### src/hdl/trm_div.sv
`timescale 1ns / 1ps
// ----------------------------------------------------------------------------
// trm_div
// Shared rate divider: min(floor(delta * 1000 / elapsed), 2^32-1), zero for
// an elapsed time of zero. Restoring division, one quotient bit per cycle.
// ----------------------------------------------------------------------------
module trm_div (
   input  logic        clock,
   input  logic        reset,
   input  logic        start,
   input  logic [63:0] delta,
   input  logic [31:0] elapsed,
   output logic        done,
   output logic [31:0] quotient
);

   typedef enum logic [2:0] {
      D_IDLE = 3'b001,
      D_PREP = 3'b010,
      D_LOOP = 3'b100
   } div_state_type;

   div_state_type state_ff, state_in;
   logic [73:0]   num_ff, num_in;
   logic [31:0]   den_ff, den_in;
   logic [31:0]   rem_ff, rem_in;
   logic [31:0]   lo_ff, lo_in;
   logic [31:0]   quo_ff, quo_in;
   logic [4:0]    cnt_ff, cnt_in;
   logic          done_ff, done_in;

   logic [73:0] delta_x;
   logic [32:0] rem_sh;
   logic [32:0] rem_sub;
   logic        ge;

   assign delta_x = {10'd0, delta};
   assign rem_sh  = {rem_ff, lo_ff[31]};
   assign ge      = rem_sh >= {1'b0, den_ff};
   assign rem_sub = rem_sh - {1'b0, den_ff};

   always_comb begin
      state_in = state_ff;
      num_in   = num_ff;
      den_in   = den_ff;
      rem_in   = rem_ff;
      lo_in    = lo_ff;
      quo_in   = quo_ff;
      cnt_in   = cnt_ff;
      done_in  = 1'b0;
      case (state_ff)
         D_IDLE: begin
            if (start) begin
               num_in   = (delta_x << 10) - (delta_x << 4) - (delta_x << 3);
               den_in   = elapsed;
               state_in = D_PREP;
            end
         end
         D_PREP: begin
            if (den_ff == 32'd0) begin
               quo_in   = '0;
               done_in  = 1'b1;
               state_in = D_IDLE;
            end else if (num_ff[73:32] >= {10'd0, den_ff}) begin
               quo_in   = '1;
               done_in  = 1'b1;
               state_in = D_IDLE;
            end else begin
               rem_in   = num_ff[63:32];
               lo_in    = num_ff[31:0];
               cnt_in   = 5'd31;
               state_in = D_LOOP;
            end
         end
         D_LOOP: begin
            rem_in = ge ? rem_sub[31:0] : rem_sh[31:0];
            lo_in  = {lo_ff[30:0], 1'b0};
            quo_in = {quo_ff[30:0], ge};
            if (cnt_ff == 5'd0) begin
               done_in  = 1'b1;
               state_in = D_IDLE;
            end else begin
               cnt_in = cnt_ff - 5'd1;
            end
         end
         default: state_in = D_IDLE;
      endcase
   end

   always_ff @(posedge clock) begin
      if (reset) begin
         state_ff <= D_IDLE;
         done_ff  <= 1'b0;
      end else begin
         state_ff <= state_in;
         done_ff  <= done_in;
      end
      num_ff <= num_in;
      den_ff <= den_in;
      rem_ff <= rem_in;
      lo_ff  <= lo_in;
      quo_ff <= quo_in;
      cnt_ff <= cnt_in;
   end

   assign done     = done_ff;
   assign quotient = quo_ff;

endmodule

### config.mk
export PLATFORM = sky130hd
export DESIGN_NAME = trm_div
export DESIGN_NICKNAME = d
export VERILOG_FILES = /design/src/hdl/trm_div.sv
export SDC_FILE = /design/constraint.sdc
export NUM_CORES = 1
export LEC_CHECK = 0
export BUFFER_PORTS_ARGS = -buffer_cell sky130_fd_sc_hd__buf_2
export CAP_MARGIN = 15
export CELL_PAD_IN_SITES_DETAIL_PLACEMENT = 1
export CELL_PAD_IN_SITES_GLOBAL_PLACEMENT = 1
export CORE_ASPECT_RATIO = 0.7
export CORE_MARGIN = 1
export CORE_UTILIZATION = 35
export DETAILED_ROUTE_END_ITERATION = 6
export PLACE_DENSITY_LB_ADDON = 0.1
export SLEW_MARGIN = 20
export SYNTH_ARGS = -nofsm -noshare
export SYNTH_HDL_FRONTEND = slang
export SYNTH_SLANG_ARGS = --single-unit
### constraint.sdc
create_clock -name clock -period 9.2 [get_ports clock]
set_input_delay 0.46 -clock clock [delete_from_list [all_inputs] [get_ports clock]]
set_output_delay 0.46 -clock clock [all_outputs]
set_load 0.02 [all_outputs]
==> summary.txt <==
Outcome
  • Outcome: finished, final reports clean

Pwr
  • Clock share of power: 26.1%
  • Psw: 1.28 mW
  • Logic pwr share: 37.6%
  • Internal Pwr Total: 2.22 mW
  • Leakage: 7.57 nW
  • Net Sw Frac: 36.6%
  • VDD IR max: 90.7 uV
  • Register share of total power: 36.3%
  • Pwr Density: 193 nW/um^2

Routing
  • Routed via count: 12900
  • Final WL: 49.3 mm
  • Wirelength per Cell: 20.6 um
  • Initial DRC count: 997
  • Via/cell ratio: 5.40
  • DR pass1 iterations: 5
  • ANT nets after route: 0
  • Drc violations: 0

Floorplan
  • Die width: 259 um
  • FP Rows: 65
  • Die ar.: 47200 um^2
  • Starting Density: 35.7%
  • Core footprint: 45400 um^2
  • Die Y: 182 um
  • Top Ports: 132

Hold path
  • Hold Path Class: in2reg

Cells and area
  • Design area: 18200 um^2
  • Share of cells above drive strength 1: 11.5%
  • Fill cells: 5258
  • Number of nets in the layout: 2078
  • Area growth, synth to finish: 12.0%
  • N_diodes: 0

Clocking
  • Cts repair resizes: 0
  • Maximum clock path buffer count: 3
  • CTS tree: done
  • Clock-pin slew on the worst setup and hold paths: 0.06 ns
  • Clk sinks: 205
  • Skew-Pair Late Insertion Delay: 0.52 ns
  • H-tree levels: 1
  • Hold buffers post-CTS: 0
  • Post-CTS Setup Bufs: 0
  • Root Buffer: clkbuf_16
  • Cts bufs inserted: 24

Yosys
  • Largest cells by area after synthesis: edfxtp_1, ha_1, fa_1, nand2_1, a21oi_1
  • Syn_nets: 1981
  • Post-synth EDFFs: 201
  • Top cells by count, synth: nand2_1, edfxtp_1, ha_1, a21oi_1, inv_1
  • Seq/Total Area, Yosys: 37.7%
  • YS warnings: 0
  • Mapped cell area: 16200 um^2
  • Count leader, synth: nand2_1
  • Main synth FF type: edfxtp_1
  • Mapped Cells: 1679
  • Synth unique cells: 78
  • Ys async rst share: 0%
  • Post-synth top area share: 37.2%
  • Area leader, netlist: edfxtp_1
  • Syn_area_per_cell: 9.66 um^2
  • FF+latch count, synth: 205

Global routing
  • GRT overflow: 0
  • Initial antenna violation count: 0
  • First-pass GRT wire length: 76.7 mm
  • GRT Overall Usage: 20.6%
  • Vias in the first global route: 12900
  • Largest net degree at the start of global routing: 90

Worst setup path
  • Worst r2r path cells: 12
  • Worst R2R End: rem_ff[26]
  • CP Max Fanout: 38
  • CP Capture Point: rem_ff[26]
  • Worst EP arrival: 4.23 ns
  • Critical path required time: 9.34 ns
  • R2R Setup Slk: 5.12 ns
  • Crit Path Category: reg2reg
  • Worst setup EP type: flip-flop
  • Startpoint Class: flip-flop
  • RR Startpoint: den_ff[1]
  • Crit. Startpoint: den_ff[1]

Placed design
  • PortBufs: 131
  • Worst slack, placed: 4.92 ns
  • Hpwl dp: 40.4 mm
  • GPL Wtd Cong: 0.881
  • Post-DP Area: 17400 um^2

Timing
  • Fin. max-slew vios: 0
  • Setup WS post-layout: 5.12 ns
  • Max frequency: 245 MHz
  • RSZ-0062 raised after global routing: no
  • Fin Setup TNS: 0 ns
  • Final hold violation count: 0
  • Tcrit/Tclk final: 44.4%
  • Tmin final: 4.08 ns
  • Slew HR: 34.3%
  • Setup-failing EPs final: 0
  • Slew of the pin with the lowest slew margin: 0.985 ns
  • Final clock skew: 0.0141 ns

Flow run
  • Max cap viols: 0
## layout make-up
| type | instances | area [um^2] | share of cell area (%) |
|---|---|---|---|
| clock buffers | 30 | 623 | 3.43 |
| well taps | 603 | 754 | 4.16 |
| clock inverters | 11 | 128 | 0.703 |
| inverters | 126 | 473 | 2.61 |
| flip-flops and latches | 205 | 6120 | 33.7 |
| multi-input cells | 1281 | 9350 | 51.5 |
| repair buffers | 138 | 708 | 3.90 |
## critical path, stage by stage (launching register included)
cell      delay [ns]
edfxtp_1        0.48
inv_1           0.13
ha_1            0.24
nor2b_1         0.13
o21a_1          0.17
o21a_1          0.19
o21a_1          0.17
o21a_1          0.17
o211ai_1        0.16
a31oi_1         0.13
or3_1           0.45
a21oi_4         0.65
buf_4           0.58
## worst min path at each step
| stage | from | end | slack (ns) | depth (start not counted) |
|---|---|---|---|---|
| after global placement | lo_ff[30] | lo_ff[31] | 0.49 | 2 |
| after floorplan | lo_ff[9] | lo_ff[10] | 0.48 | 2 |
| after CTS | elapsed[17] | den_ff[17] | 0.11 | 1 |
| final | elapsed[10] | den_ff[10] | 0.12 | 1 |
| after detailed placement | lo_ff[30] | lo_ff[31] | 0.50 | 2 |
| after global routing | elapsed[21] | den_ff[21] | 0.11 | 1 |
## cells in the final DEF, fill, tap and decap left out, drive strengths merged, types with 4 or more instances in the layout
cell type	instances
nand2	230
edfxtp	201
ha	145
a21oi	143
buf	138
inv	126
o21ai	114
nor2	86
a21o	65
xnor2	64
fa	58
nand4	51
o21a	49
xor2	34
clkbuf	30
nand3	20
o21bai	20
nor4	19
nor3	18
nor2b	17
mux2i	17
nand2b	16
a31oi	14
and3	11
a211oi	10
o31ai	8
clkinv	7
o211ai	5
o2111ai	5
and2	5
nand3b	4
and4	4
dfxtp	4
a21boi	4
or3	4
## power groups by stage
stage	Clock [mW]	Sequential, mW	Combinational, mW
6_report	0.911	1.27	1.32
5_1_grt	0.971	1.28	1.45
4_1_cts	0.943	1.27	1.30
3_5_place_dp	0	1.29	1.29
3_3_place_gp	0	1.28	1.27
2_1_floorplan	0	1.26	0.898
## state kept, by name (all words and copies together), names as in the netlist
signal	count
state_ff	3
num_ff	71
quotient	32
cnt_ff	5
den_ff	32
done	1
rem_ff	32
lo_ff	29
## stage by stage
step	power [mW]	hold slack, ns	std cells	utilization (%)
2_1_floorplan	2.16	0.484	1679	-
3_3_place_gp	2.56	0.489	2353	38.3
3_5_place_dp	2.58	0.500	2353	38.3
4_1_cts	3.51	0.105	2394	40.0
5_1_grt	3.70	0.113	2394	40.0
6_report	3.50	0.125	2394	40.0
## per-layer routing
metal,part of all wire (%),track usage (%)
met5,0,0
met2,38,27.4
met4,1.3,3.48
met1,57,35.5
met3,3.3,1.01
## logic make-up (layout without fill, tap and decap cells)
kind of cell,after synthesis,count (layout),synth area share [%]
simple gates,492,492,14.3
compound gates,470,470,18.4
buf+inv,193,305,4.76
flops,205,205,37.7
mux,18,18,1.12
fa+ha+maj,203,203,18.4
xor+xnor,98,98,5.29
Note: power is estimated with default switching activity, not from simulation.
